$ cat src/rtl/core/mcc_pkg.sv
// morse codec package: symbol constants, sequencer state type and the
// fixed character-to-code and code-to-character tables
// no dependencies
`timescale 1ns / 1ps
`default_nettype none

package mcc_pkg;

  localparam logic [7:0] CHAR_DOT    = 8'h2E;
  localparam logic [7:0] CHAR_DASH   = 8'h2D;
  localparam logic [7:0] CHAR_SPACE  = 8'h20;
  localparam logic [7:0] CHAR_UP_A   = 8'h41;
  localparam logic [7:0] CHAR_UP_Z   = 8'h5A;
  localparam logic [7:0] CASE_OFFSET = 8'h20;
  localparam int unsigned TABLE_LEN  = 7;

  typedef enum logic {
    ST_IDLE,
    ST_RUN
  } emit_state_e;

  typedef struct packed {
    logic       vld;
    logic [2:0] len;
    logic [6:0] pat;
  } code_t;

  typedef struct packed {
    logic       spc;
    logic [2:0] cnt;
    logic [6:0] pat;
    logic [7:0] tail;
  } emit_load_t;

  function automatic code_t char_to_code(input logic [6:0] ch);
    code_t c;
    c = '0;
    case (ch)
      7'h21: c = {1'b1, 3'd6, 7'h2B};
      7'h22: c = {1'b1, 3'd6, 7'h12};
      7'h24: c = {1'b1, 3'd7, 7'h09};
      7'h26: c = {1'b1, 3'd5, 7'h08};
      7'h27: c = {1'b1, 3'd6, 7'h1E};
      7'h28: c = {1'b1, 3'd5, 7'h16};
      7'h29: c = {1'b1, 3'd6, 7'h2D};
      7'h2B: c = {1'b1, 3'd5, 7'h0A};
      7'h2C: c = {1'b1, 3'd6, 7'h33};
      7'h2D: c = {1'b1, 3'd6, 7'h21};
      7'h2E: c = {1'b1, 3'd6, 7'h15};
      7'h2F: c = {1'b1, 3'd5, 7'h12};
      7'h30: c = {1'b1, 3'd5, 7'h1F};
      7'h31: c = {1'b1, 3'd5, 7'h0F};
      7'h32: c = {1'b1, 3'd5, 7'h07};
      7'h33: c = {1'b1, 3'd5, 7'h03};
      7'h34: c = {1'b1, 3'd5, 7'h01};
      7'h35: c = {1'b1, 3'd5, 7'h00};
      7'h36: c = {1'b1, 3'd5, 7'h10};
      7'h37: c = {1'b1, 3'd5, 7'h18};
      7'h38: c = {1'b1, 3'd5, 7'h1C};
      7'h39: c = {1'b1, 3'd5, 7'h1E};
      7'h3A: c = {1'b1, 3'd6, 7'h38};
      7'h3B: c = {1'b1, 3'd6, 7'h2A};
      7'h3D: c = {1'b1, 3'd5, 7'h11};
      7'h3F: c = {1'b1, 3'd6, 7'h0C};
      7'h40: c = {1'b1, 3'd6, 7'h1A};
      7'h5F: c = {1'b1, 3'd6, 7'h0D};
      7'h61: c = {1'b1, 3'd2, 7'h01};
      7'h62: c = {1'b1, 3'd4, 7'h08};
      7'h63: c = {1'b1, 3'd4, 7'h0A};
      7'h64: c = {1'b1, 3'd3, 7'h04};
      7'h65: c = {1'b1, 3'd1, 7'h00};
      7'h66: c = {1'b1, 3'd4, 7'h02};
      7'h67: c = {1'b1, 3'd3, 7'h06};
      7'h68: c = {1'b1, 3'd4, 7'h00};
      7'h69: c = {1'b1, 3'd2, 7'h00};
      7'h6A: c = {1'b1, 3'd4, 7'h07};
      7'h6B: c = {1'b1, 3'd3, 7'h05};
      7'h6C: c = {1'b1, 3'd4, 7'h04};
      7'h6D: c = {1'b1, 3'd2, 7'h03};
      7'h6E: c = {1'b1, 3'd2, 7'h02};
      7'h6F: c = {1'b1, 3'd3, 7'h07};
      7'h70: c = {1'b1, 3'd4, 7'h06};
      7'h71: c = {1'b1, 3'd4, 7'h0D};
      7'h72: c = {1'b1, 3'd3, 7'h02};
      7'h73: c = {1'b1, 3'd3, 7'h00};
      7'h74: c = {1'b1, 3'd1, 7'h01};
      7'h75: c = {1'b1, 3'd3, 7'h01};
      7'h76: c = {1'b1, 3'd4, 7'h01};
      7'h77: c = {1'b1, 3'd3, 7'h03};
      7'h78: c = {1'b1, 3'd4, 7'h09};
      7'h79: c = {1'b1, 3'd4, 7'h0B};
      7'h7A: c = {1'b1, 3'd4, 7'h0C};
      default: c = '0;
    endcase
    return c;
  endfunction

  // key is a leading one followed by the pattern, dash as one
  function automatic logic [7:0] code_to_char(input logic [7:0] key);
    logic [7:0] ch;
    ch = 8'h00;
    case (key)
      8'h6B: ch = 8'h21;
      8'h52: ch = 8'h22;
      8'h89: ch = 8'h24;
      8'h28: ch = 8'h26;
      8'h5E: ch = 8'h27;
      8'h36: ch = 8'h28;
      8'h6D: ch = 8'h29;
      8'h2A: ch = 8'h2B;
      8'h73: ch = 8'h2C;
      8'h61: ch = 8'h2D;
      8'h55: ch = 8'h2E;
      8'h32: ch = 8'h2F;
      8'h3F: ch = 8'h30;
      8'h2F: ch = 8'h31;
      8'h27: ch = 8'h32;
      8'h23: ch = 8'h33;
      8'h21: ch = 8'h34;
      8'h20: ch = 8'h35;
      8'h30: ch = 8'h36;
      8'h38: ch = 8'h37;
      8'h3C: ch = 8'h38;
      8'h3E: ch = 8'h39;
      8'h78: ch = 8'h3A;
      8'h6A: ch = 8'h3B;
      8'h31: ch = 8'h3D;
      8'h4C: ch = 8'h3F;
      8'h5A: ch = 8'h40;
      8'h4D: ch = 8'h5F;
      8'h05: ch = 8'h61;
      8'h18: ch = 8'h62;
      8'h1A: ch = 8'h63;
      8'h0C: ch = 8'h64;
      8'h02: ch = 8'h65;
      8'h12: ch = 8'h66;
      8'h0E: ch = 8'h67;
      8'h10: ch = 8'h68;
      8'h04: ch = 8'h69;
      8'h17: ch = 8'h6A;
      8'h0D: ch = 8'h6B;
      8'h14: ch = 8'h6C;
      8'h07: ch = 8'h6D;
      8'h06: ch = 8'h6E;
      8'h0F: ch = 8'h6F;
      8'h16: ch = 8'h70;
      8'h1D: ch = 8'h71;
      8'h0A: ch = 8'h72;
      8'h08: ch = 8'h73;
      8'h03: ch = 8'h74;
      8'h09: ch = 8'h75;
      8'h11: ch = 8'h76;
      8'h0B: ch = 8'h77;
      8'h19: ch = 8'h78;
      8'h1B: ch = 8'h79;
      8'h1C: ch = 8'h7A;
      default: ch = 8'h00;
    endcase
    return ch;
  endfunction

endpackage

`default_nettype wire

$ cat src/rtl/core/mcc_token.sv
// decode token accumulator: gathers dots and dashes and looks up the
// closed token in the inverse table
// depends on mcc_pkg
`timescale 1ns / 1ps
`default_nettype none

module mcc_token
  import mcc_pkg::*;
#(
  parameter int unsigned MAX_CODE_LEN = 7
) (
  input  wire logic       clk_i,
  input  wire logic       rst_ni,
  input  wire logic       step_i,
  input  wire logic [7:0] sym_i,
  input  wire logic       eot_i,
  output logic            hit_o,
  output logic [7:0]      char_o
);

  localparam int unsigned LenW = $clog2(MAX_CODE_LEN + 1);

  logic [MAX_CODE_LEN-1:0] pat_q, pat_d;
  logic [LenW-1:0]         len_q, len_d;
  logic                    pres_q, pres_d;
  logic                    inv_q, inv_d;
  logic                    is_mark, is_space, close, len_ok;
  logic [7:0]              key;

  always_comb begin
    pat_d    = pat_q;
    len_d    = len_q;
    pres_d   = pres_q;
    inv_d    = inv_q;
    is_mark  = (sym_i == CHAR_DOT) || (sym_i == CHAR_DASH);
    is_space = (sym_i == CHAR_SPACE);
    if (is_mark) begin
      pres_d = 1'b1;
      if (len_q >= LenW'(MAX_CODE_LEN)) begin
        inv_d = 1'b1;
      end else begin
        pat_d = {pat_q[MAX_CODE_LEN-2:0], (sym_i == CHAR_DASH)};
        len_d = len_q + LenW'(1);
      end
    end else if (!is_space) begin
      pres_d = 1'b1;
      inv_d  = 1'b1;
    end
    close  = is_space || eot_i;
    len_ok = (len_d != '0) && (len_d <= LenW'(TABLE_LEN));
    key    = (8'd1 << len_d[2:0]) | {1'b0, pat_d[6:0]};
    char_o = code_to_char(key);
    hit_o  = close && pres_d && !inv_d && len_ok && (char_o != 8'h00);
  end

  always_ff @(posedge clk_i or negedge rst_ni) begin
    if (!rst_ni) begin
      pat_q  <= '0;
      len_q  <= '0;
      pres_q <= 1'b0;
      inv_q  <= 1'b0;
    end else if (step_i) begin
      if (close) begin
        pat_q  <= '0;
        len_q  <= '0;
        pres_q <= 1'b0;
        inv_q  <= 1'b0;
      end else begin
        pat_q  <= pat_d;
        len_q  <= len_d;
        pres_q <= pres_d;
        inv_q  <= inv_d;
      end
    end
  end

endmodule

`default_nettype wire

$ cat src/rtl/core/mcc_emit.sv
// symbol sequencer: steps through a loaded code one symbol per transfer,
// then the tail character, into the output register
// depends on mcc_pkg
`timescale 1ns / 1ps
`default_nettype none

module mcc_emit
  import mcc_pkg::*;
(
  input  wire logic        clk_i,
  input  wire logic        rst_ni,
  input  wire logic        load_i,
  input  wire emit_load_t  load_data_i,
  output logic             busy_o,
  output logic             out_valid_o,
  input  wire logic        out_stall_i,
  output logic [7:0]       symbol_o,
  output logic             last_o
);

  emit_state_e state_q, state_d;
  logic        spc_q, spc_d;
  logic [2:0]  cnt_q, cnt_d;
  logic [6:0]  pat_q, pat_d;
  logic [7:0]  tail_q, tail_d;
  logic        out_valid_q, out_valid_d;
  logic [7:0]  sym_q, sym_d;
  logic        last_q, last_d;
  logic        out_free;

  assign out_free = !out_valid_q || !out_stall_i;

  always_comb begin
    state_d     = state_q;
    spc_d       = spc_q;
    cnt_d       = cnt_q;
    pat_d       = pat_q;
    tail_d      = tail_q;
    out_valid_d = out_valid_q;
    sym_d       = sym_q;
    last_d      = last_q;
    if (out_free) begin
      out_valid_d = 1'b0;
    end
    case (state_q)
      ST_IDLE: begin
        if (load_i) begin
          spc_d   = load_data_i.spc;
          cnt_d   = load_data_i.cnt;
          pat_d   = load_data_i.pat;
          tail_d  = load_data_i.tail;
          state_d = ST_RUN;
        end
      end
      ST_RUN: begin
        if (out_free) begin
          out_valid_d = 1'b1;
          if (cnt_q != 3'd0) begin
            if (spc_q) begin
              sym_d = CHAR_SPACE;
            end else if (pat_q[3'(cnt_q - 3'd1)]) begin
              sym_d = CHAR_DASH;
            end else begin
              sym_d = CHAR_DOT;
            end
            last_d = 1'b0;
            cnt_d  = cnt_q - 3'd1;
          end else begin
            sym_d   = tail_q;
            last_d  = 1'b1;
            state_d = ST_IDLE;
          end
        end
      end
      default: state_d = ST_IDLE;
    endcase
  end

  always_ff @(posedge clk_i or negedge rst_ni) begin
    if (!rst_ni) begin
      state_q     <= ST_IDLE;
      cnt_q       <= 3'd0;
      out_valid_q <= 1'b0;
    end else begin
      state_q     <= state_d;
      cnt_q       <= cnt_d;
      out_valid_q <= out_valid_d;
    end
  end

  always_ff @(posedge clk_i) begin
    spc_q  <= spc_d;
    pat_q  <= pat_d;
    tail_q <= tail_d;
    sym_q  <= sym_d;
    last_q <= last_d;
  end

  assign busy_o      = (state_q == ST_RUN);
  assign out_valid_o = out_valid_q;
  assign symbol_o    = sym_q;
  assign last_o      = last_q;

  a_load_when_idle: assert property (@(posedge clk_i) disable iff (!rst_ni)
    load_i |-> state_q == ST_IDLE)
    else $error("load while sequence running");

  a_load_starts: assert property (@(posedge clk_i) disable iff (!rst_ni)
    load_i |=> state_q == ST_RUN)
    else $error("load did not start sequence");

  a_idle_count: assert property (@(posedge clk_i) disable iff (!rst_ni)
    state_q == ST_IDLE |-> cnt_q == 3'd0)
    else $error("symbols left over in idle");

  a_tail_last: assert property (@(posedge clk_i) disable iff (!rst_ni)
    (state_q == ST_RUN && out_free && cnt_q == 3'd0) |=>
      (state_q == ST_IDLE && out_valid_q && last_q))
    else $error("tail not marked last");

endmodule

`default_nettype wire

$ cat src/rtl/core/morse_code_codec_top.sv
// morse codec top level: direction register, text folding and table
// lookup for encode, token accumulator and symbol sequencer
// depends on mcc_pkg, mcc_token, mcc_emit
//
// usage
// - config: write direction through cfg_valid_i/cfg_ready_o (always ready),
//   0 encodes text to dots and dashes, 1 decodes them to text; write it
//   only while the block is idle
// - input: a byte is taken when in_valid_i is high and in_stall_o is low
// - output: a result is taken when out_valid_o is high and out_stall_i low;
//   last_o marks the final result of an input byte
// - encode: a byte with an L-symbol code gives L+1 results, one per cycle
//   while the output does not stall; the sequencer loads the code and then
//   registers each result; in_stall_o stays high while it runs, stepping
//   one symbol per cycle; a space gives two space results
// - decode: one byte per cycle while the sequencer is idle; a closing byte
//   with a known token loads the sequencer for one result, stalling input
// - a stall on the output holds the sequencer, which then holds the input
// - reset clears the direction to encode, the open token and the output
`timescale 1ns / 1ps
`default_nettype none

module morse_code_codec_top
  import mcc_pkg::*;
#(
  parameter int unsigned MAX_CODE_LEN = 7
) (
  input  wire logic       clk_i,
  input  wire logic       rst_ni,
  input  wire logic       cfg_valid_i,
  output logic            cfg_ready_o,
  input  wire logic       cfg_direction_i,
  input  wire logic       in_valid_i,
  output logic            in_stall_o,
  input  wire logic [7:0] symbol_in_i,
  input  wire logic       end_of_text_i,
  output logic            out_valid_o,
  input  wire logic       out_stall_i,
  output logic [7:0]      symbol_out_o,
  output logic            last_o
);

  logic       dir_q;
  logic       in_xfer, busy;
  logic       tok_hit;
  logic [7:0] tok_char;
  logic [7:0] folded;
  code_t      code;
  logic       load;
  emit_load_t load_data;

  assign cfg_ready_o = 1'b1;

  always_ff @(posedge clk_i or negedge rst_ni) begin
    if (!rst_ni) begin
      dir_q <= 1'b0;
    end else if (cfg_valid_i && cfg_ready_o) begin
      dir_q <= cfg_direction_i;
    end
  end

  assign in_stall_o = busy;
  assign in_xfer    = in_valid_i && !in_stall_o;

  mcc_token #(
    .MAX_CODE_LEN(MAX_CODE_LEN)
  ) u_token (
    .clk_i (clk_i),
    .rst_ni(rst_ni),
    .step_i(in_xfer && dir_q),
    .sym_i (symbol_in_i),
    .eot_i (end_of_text_i),
    .hit_o (tok_hit),
    .char_o(tok_char)
  );

  always_comb begin
    folded = symbol_in_i;
    if (symbol_in_i >= CHAR_UP_A && symbol_in_i <= CHAR_UP_Z) begin
      folded = symbol_in_i + CASE_OFFSET;
    end
    code      = char_to_code(folded[6:0]);
    load      = 1'b0;
    load_data = '0;
    if (dir_q) begin
      load_data.tail = tok_char;
      load           = in_xfer && tok_hit;
    end else if (symbol_in_i == CHAR_SPACE) begin
      load_data.spc  = 1'b1;
      load_data.cnt  = 3'd1;
      load_data.tail = CHAR_SPACE;
      load           = in_xfer;
    end else begin
      load_data.cnt  = code.len;
      load_data.pat  = code.pat;
      load_data.tail = CHAR_SPACE;
      load           = in_xfer && !folded[7] && code.vld;
    end
  end

  mcc_emit u_emit (
    .clk_i      (clk_i),
    .rst_ni     (rst_ni),
    .load_i     (load),
    .load_data_i(load_data),
    .busy_o     (busy),
    .out_valid_o(out_valid_o),
    .out_stall_i(out_stall_i),
    .symbol_o   (symbol_out_o),
    .last_o     (last_o)
  );

endmodule

`default_nettype wire
$ cat config.mk
export PLATFORM = sky130hd
export DESIGN_NAME = morse_code_codec_top
export DESIGN_NICKNAME = d
export VERILOG_FILES = /design/src/rtl/core/mcc_pkg.sv /design/src/rtl/core/mcc_token.sv /design/src/rtl/core/mcc_emit.sv /design/src/rtl/core/morse_code_codec_top.sv
export SDC_FILE = /design/constraint.sdc
export NUM_CORES = 1
export LEC_CHECK = 0
export BUFFER_PORTS_ARGS = -buffer_cell sky130_fd_sc_hd__buf_2
export CAP_MARGIN = 0
export CORE_ASPECT_RATIO = 1.2
export CORE_MARGIN = 1.5
export CORE_UTILIZATION = 51
export DETAILED_ROUTE_END_ITERATION = 8
export PLACE_DENSITY_LB_ADDON = 0.05
export SYNTH_ARGS = -nofsm -noshare
export SYNTH_HDL_FRONTEND = slang
export SYNTH_SLANG_ARGS = --single-unit
$ cat constraint.sdc
create_clock -name clk_i -period 12.8 [get_ports clk_i]
set_input_delay 0.64 -clock clk_i [delete_from_list [all_inputs] [get_ports clk_i]]
set_output_delay 0.64 -clock clk_i [all_outputs]
set_load 0.02 [all_outputs]
After elaboration in Yosys (flattened, before gate mapping)
Memory sizes are Yosys's and may differ from the RTL's.
Cells that the tools add are included.
- word-level logic and storage cells: 95
- bits in writable memories: 0
- bits in read-only memories: 3072
- latch bits: 0
- input bits: 15
- memories: 2
- flip-flop bits (word level): 43
- memory list (memory ; words ; width ; rd ports ; clocked after Yosys merged registers in ; wr ports ; RTL line ; text):
    (name not given) ; 256 ; 7 ; 1 ; 0 ; 0 ; mcc_pkg.sv:102 ; case (key)
    (name not given) ; 128 ; 10 ; 1 ; 0 ; 0 ; mcc_pkg.sv:38 ; case (ch)
- multiply operators: 0
- mux-type cells: 37
- $add $sub $neg: 3
- bitwise logic cells: 2
- shifts and indexed selects: 1
- reduce and logical (&&, ||, !) cells: 26
- $lt $le $gt $ge: 5
- divide/modulo/power cells: 0
- equality and inequality tests: 6
- operator list (kind ; number):
    $mux 7 ; 4
    $eq 8x6->1 const B ; 3
    $mux 8 ; 3
    $mux 3 ; 7
    $mux 1 ; 18
    $logic_and 1x1->1 ; 11
    $mux 10 ; 1
    $add 8x6->8 const B ; 1
    $ge 8x7->1 const B ; 1
    $le 8x7->1 const B ; 1
    $or 8x7->8 ; 1
    $reduce_bool 8->1 ; 1
    $shl 1x3->8 const A ; 1
    $ne 2x2->1 const B ; 3
    $pmux 3 s2 ; 1
    $reduce_bool 3->1 ; 2
    $logic_not 1->1 ; 5
    $lt 3x4->1 const B ; 1
    $reduce_and 2->1 ; 2
    $add 3x1->3 const B ; 1
    $bmux 1 s3 ; 1
    $ge 3x3->1 const B ; 1
    $le 3x3->1 const B ; 1
    $logic_or 1x1->1 ; 3
    other kinds (6) ; 6

Longest topological paths before layout
An unclocked memory read counts as a cell.
- word-level depth: 12
- depth in mapped cells: 20

By module
Synthesis repeated with hierarchy kept, for this count alone.
- cell total of the unflattened synthesis: 565
- area, all modules: 4677.0 µm²
- modules (own cells, without submodules) (module ; times used ; cells an instance ; area an instance (µm²) ; seq. area each (µm²)):
    mcc_token ; 1 ; 298 ; 2227.1 ; 300.3
    morse_code_codec_top ; 1 ; 194 ; 1267.5 ; 25.0
    mcc_emit ; 1 ; 73 ; 1182.4 ; 875.8

Worst setup path before layout
No wires, ideal clock.
- path type: input to register
- from: input port symbol_in_i[0]
- to: register u_emit.pat_q[0] (enable)
- buffers on the path: 3
- arrival: 4.569 ns
- setup time: 0.346 ns
- setup slack: 7.885 ns
- stages: 19
- cells stage by stage: clkbuf_1 inv_1 ha_1 buf_2 o211ai_1 nor4_4 mux2_2 nor2_2 inv_1 ha_1 clkbuf_1 inv_1 o41ai_1 a41oi_1 o21ai_0 a41oi_1 nand4_2 o21ai_0 nand2_1
- cells in the longest elaborated chain, start to end: 11
- ends and longest elaborated chain (element ; RTL line ; text):
    start, declared ; morse_code_codec_top.sv:35 ; input wire logic [7:0] symbol_in_i,
    $eq 8x6->1, on equally long branches ; mcc_token.sv:35, mcc_token.sv:42 ;
    $logic_or 1x1->1 ; mcc_token.sv:35 ; is_mark = (sym_i == CHAR_DOT) || (sym_i == CHAR_DASH);
    $mux 3 ; mcc_token.sv:37 ; if (is_mark) begin
    $shl 1x3->8 ; mcc_token.sv:51 ; key = (8'd1 << len_d[2:0]) | {1'b0, pat_d[6:0]};
    $or 8x7->8 ; mcc_token.sv:51 ;
    $mem_v2 256x7 ; -- ;
    $reduce_bool 8->1 ; mcc_token.sv:53 ; hit_o = close && pres_d && !inv_d && len_ok && (char_o != 8'h00);
    $logic_and 1x1->1 ; mcc_token.sv:53 ;
    $logic_and 1x1->1 ; morse_code_codec_top.sv:87 ; load = in_xfer && tok_hit;
    $mux 1 * ; morse_code_codec_top.sv:85 ; if (dir_q) begin
    $reduce_and 2->1 (no line) * ; -- ;
    end signal, assigned ; mcc_emit.sv:93 ; pat_q <= pat_d;
    end, declared ; mcc_emit.sv:24 ; logic [6:0] pat_q, pat_d;
Mark *: on every way between the ends. The rest lies on a longest branch, timed or not.
A chain may end at the register's enable or synchronous reset.

Final worst setup path
- from: register u_token.len_q[0]
- to: register u_emit.tail_q[1] (enable)
- cells in the longest elaborated chain, start to end: 11
- ends and longest elaborated chain (element ; RTL line ; text):
    start, declared ; mcc_token.sv:24 ; logic [LenW-1:0] len_q, len_d;
    start signal, assigned ; mcc_token.sv:70 ; len_q <= len_d;
    $add 3x1->3 or $ge 3x3->1 (tied branches) ; mcc_token.sv:43, mcc_token.sv:39 ;
    $mux 3 ; mcc_token.sv:39 ; if (len_q >= LenW'(MAX_CODE_LEN)) begin
    $mux 3 ; mcc_token.sv:37 ;
    $shl 1x3->8 ; mcc_token.sv:51 ;
    $or 8x7->8 ; mcc_token.sv:51 ;
    $mem_v2 256x7 ; -- ;
    $reduce_bool 8->1 ; mcc_token.sv:53 ;
    $logic_and 1x1->1 * ; mcc_token.sv:53 ;
    $logic_and 1x1->1 * ; morse_code_codec_top.sv:87 ;
    $mux 1 * ; morse_code_codec_top.sv:85 ;
    $reduce_and 2->1 (no line) * ; -- ;
    end signal, assigned ; mcc_emit.sv:94 ; tail_q <= tail_d;
    end, declared ; mcc_emit.sv:25 ; logic [7:0] tail_q, tail_d;
Marks and branches as above.

==> metrics.yaml <==
run_status:
  status: "completed"
clock_network:
  cts_root_buf: "clkbuf_8"
  postCtsSetupRepairBufs: 0
  clkSinkCount: 40
  htree_levels: 2
  clkSlewWorstSetupHoldPaths_ns: 0.09
  clock_path_buffers: 2
  postCtsHoldBufs: 0
  tritoncts: "built"
  insertion_delay_ns: 0.31
  cts_resized: 0
  cts_buffers: 5
route:
  vias: 5084
  wire_per_inst_microns: 21.1
  drtPass1Iterations: 5
  ant_nets: 0
  wirelength_microns: 15300
  via_per_inst: 7.02
  drt_iter0_drc: 379
  drc_errors: 0
sta:
  fin_setup_tns_ns: 0
  clock_skew_ns: 0.0122
  hold-worst-slack_ns: 0.293
  maxSlewHeadroom_pct: 39.0
  setup_viol: 0
  worstMarginPinSlew_ns: 0.914
  final_hold_viol_count: 0
  rsz0062_at_grt: "false"
  timing.fmax_mhz: 172
  maxSlewViolCount: 0
  fin_crit_ns: 5.83
  fin_crit_sh_pct: 45.5
  setup_ws_ns: 6.97
grt:
  grt_first_pass_wirelength_microns: 24500
  antenna_found_initial: 0
  grt-ovfl-total: 0
  grt_pass1_vias: 4641
  grtUsageTotal_pct: 31.5
  grt_max_degree: 37
yosys:
  seq_area_frac_synth_pct: 23.5
  synth_area_sq_um: 4730
  ys_ff_latch: 40
  synthCells: 618
  synth_nets: 648
  synthFlopType: "edfxtp_1"
  ys_async_sr_fraction_pct: 45.0
  ys_types: 85
  synth_edf_count: 22
  syn_avg_cell_area_sq_um: 7.65
  synth_warnings: 0
setup_path:
  cp-start-kind: "flop"
  required_ns: 12.73
  r2r-start: "u_token.len_q[0]$_DFFE_PN0P_"
  rrSetupSlack_ns: 6.97
  worstSetupEndpointType: "flop"
  crit_fanout: 22
  r2r_end: "u_emit.tail_q[1]$_SDFFCE_PN0P_"
  criticalPathCategory: "flop to flop"
  cp.arrival_ns: 5.76
  rr_worst_depth: 16
power:
  clock_power_share_pct: 25.3
  peakVddDrop_mv: 0.0675
  power.switching_fraction_pct: 36.8
  power_density_nw_per_um2: 88.0
  p_total_uw: 433
  seq_power_share_pct: 40.1
  internal_power_uw: 274
  power.switching_uw: 159
  p_leak_nw: 1.81
  p_comb_share_pct: 34.6
floorplanning:
  die_h_microns: 108
  core-area_sq_um: 9030
  initial_utilization_pct: 52.3
  dieArea_sq_um: 9860
  rows: 38
  die_w_microns: 90.9
  pin_count: 27
layout:
  final_core_util_pct: 54.5
  syn_to_final_growth_pct: 4.13
  drive_gt1_share_pct: 11.3
  layout_common_cells: "65 x nand2_1, 56 x o21ai_0, 46 x nor2_1, 41 x a21oi_1, 26 x nand3_1"
  final_common_cell: "nand2_1"
  nets: 633
  instances_no_fill: 724
  antenna_cells: 0
  stdcell_area_sq_um: 4920
hold_path:
  hp-class: "primary input to asynchronous set/reset pin"
job:
  drv_cap: 0
place:
  gp_congestion: 0.999
  dpl-instance-area_sq_um: 4810
  dpl_worst_slack_ns: 6.79
  portBuffers: 24
  hpwl_microns: 11200
  placed_cells: 716
[logic make-up after synthesis]
| logic type | Yosys count | share of synthesized area [%] |
|---|---|---|
| AO/OA/AOI/OAI | 231 | 33.6 |
| adder cells (fa/ha/maj) | 15 | 3.97 |
| buffers and inverters | 68 | 6.01 |
| multiplexers | 26 | 6.64 |
| XOR/XNOR | 4 | 0.741 |
| flip-flops | 40 | 23.5 |
| other | 2 | 0.159 |
| AND/OR/NAND/NOR | 232 | 25.4 |
[registers in the layout, indices dropped and copies added (netlist names), named ones only]
| signal | count |
|---|---|
| u_emit.spc_q | 1 |
| u_emit.last_o | 1 |
| u_emit.pat_q | 6 |
| u_token.inv_q | 1 |
| u_token.len_q | 3 |
| u_emit.cnt_q | 3 |
| u_emit.symbol_o | 7 |
| u_token.pres_q | 1 |
| u_emit.busy_o | 1 |
| u_token.pat_q | 7 |
| u_emit.tail_q | 7 |
| dir_q | 1 |
[power by group through the flow]
| stage | Sequential [mW] | Combinational [mW] | Clock (mW) |
|---|---|---|---|
| after floorplan | 0.183 | 0.105 | 0 |
| after global placement | 0.176 | 0.146 | 0 |
| after detailed placement | 0.177 | 0.148 | 0 |
| after CTS | 0.174 | 0.149 | 0.111 |
| after global routing | 0.176 | 0.165 | 0.118 |
| final | 0.174 | 0.150 | 0.110 |
[worst max-delay path: stages, from the launching register on]
cell      delay (ns)
dfrtp_1         0.63
ha_1            0.33
ha_1            0.18
or2_2           0.38
nor4_4          0.27
buf_4           0.29
mux2_2          0.42
nor2_2          0.40
ha_1            0.46
o21ai_1         0.26
o221a_2         0.33
a211oi_1        0.28
o311ai_0        0.25
nor2_1          0.18
nand4_2         0.16
o21ai_0         0.25
nand2_1         0.37
[per-layer routing]
metal | up-vias | global-route usage [%] | share of wire [%]
met1 | 2364 | 39.7 | 40
met2 | 308 | 52.3 | 47
met4 | 0 | 17.3 | 5.8
met5 | - | 0 | 0
met3 | 78 | 4.15 | 7.3
li1 | 2334 | - | -
[cell usage after synthesis (8+ instances only)]
| master | instances | share of area (%) |
|---|---|---|
| o211ai_1 | 18 | 2.9 |
| ha_1 | 15 | 4.0 |
| nand2b_1 | 8 | 1.1 |
| nand2_1 | 65 | 5.2 |
| mux2i_1 | 16 | 3.4 |
| clkbuf_1 | 32 | 2.5 |
| dfrtp_1 | 18 | 9.5 |
| a211oi_1 | 8 | 1.3 |
| and2_1 | 10 | 1.3 |
| nor2_1 | 46 | 3.7 |
| a31oi_1 | 12 | 1.6 |
| o21ai_0 | 56 | 5.9 |
| inv_1 | 18 | 1.4 |
| nor3_1 | 22 | 2.3 |
| buf_2 | 8 | 0.85 |
| nand3_1 | 26 | 2.8 |
| nor2b_1 | 11 | 1.5 |
| a21oi_1 | 41 | 4.3 |
| edfxtp_1 | 22 | 14 |
[cell type report]
cell class | count | area [sq um]
inverter | 19 | 71.3
clock buffer | 5 | 68.8
sequential | 40 | 1110
tap | 120 | 150
multi-input combinational | 510 | 3330
clock inverter | 3 | 46.3
timing repair buffer | 27 | 143
fill | 869 | 4110
[how the worst max path moves through the flow]
stage,slack [ns],endpoint,start
detailed placement,6.79,u_emit.pat_q[3]$_SDFFCE_PP0P_,symbol_in_i[1]
floorplan,7.88,u_emit.pat_q[0]$_SDFFCE_PP0P_,symbol_in_i[0]
finish,6.97,u_emit.tail_q[1]$_SDFFCE_PN0P_,u_token.len_q[0]$_DFFE_PN0P_
CTS,7.09,u_emit.tail_q[4]$_SDFFCE_PN0P_,u_token.len_q[0]$_DFFE_PN0P_
global placement,6.72,u_emit.pat_q[1]$_SDFFCE_PP0P_,symbol_in_i[1]
global route,6.63,u_emit.spc_q$_SDFFCE_PP0P_,symbol_in_i[1]
Note: power is estimated with default switching activity, not from simulation.
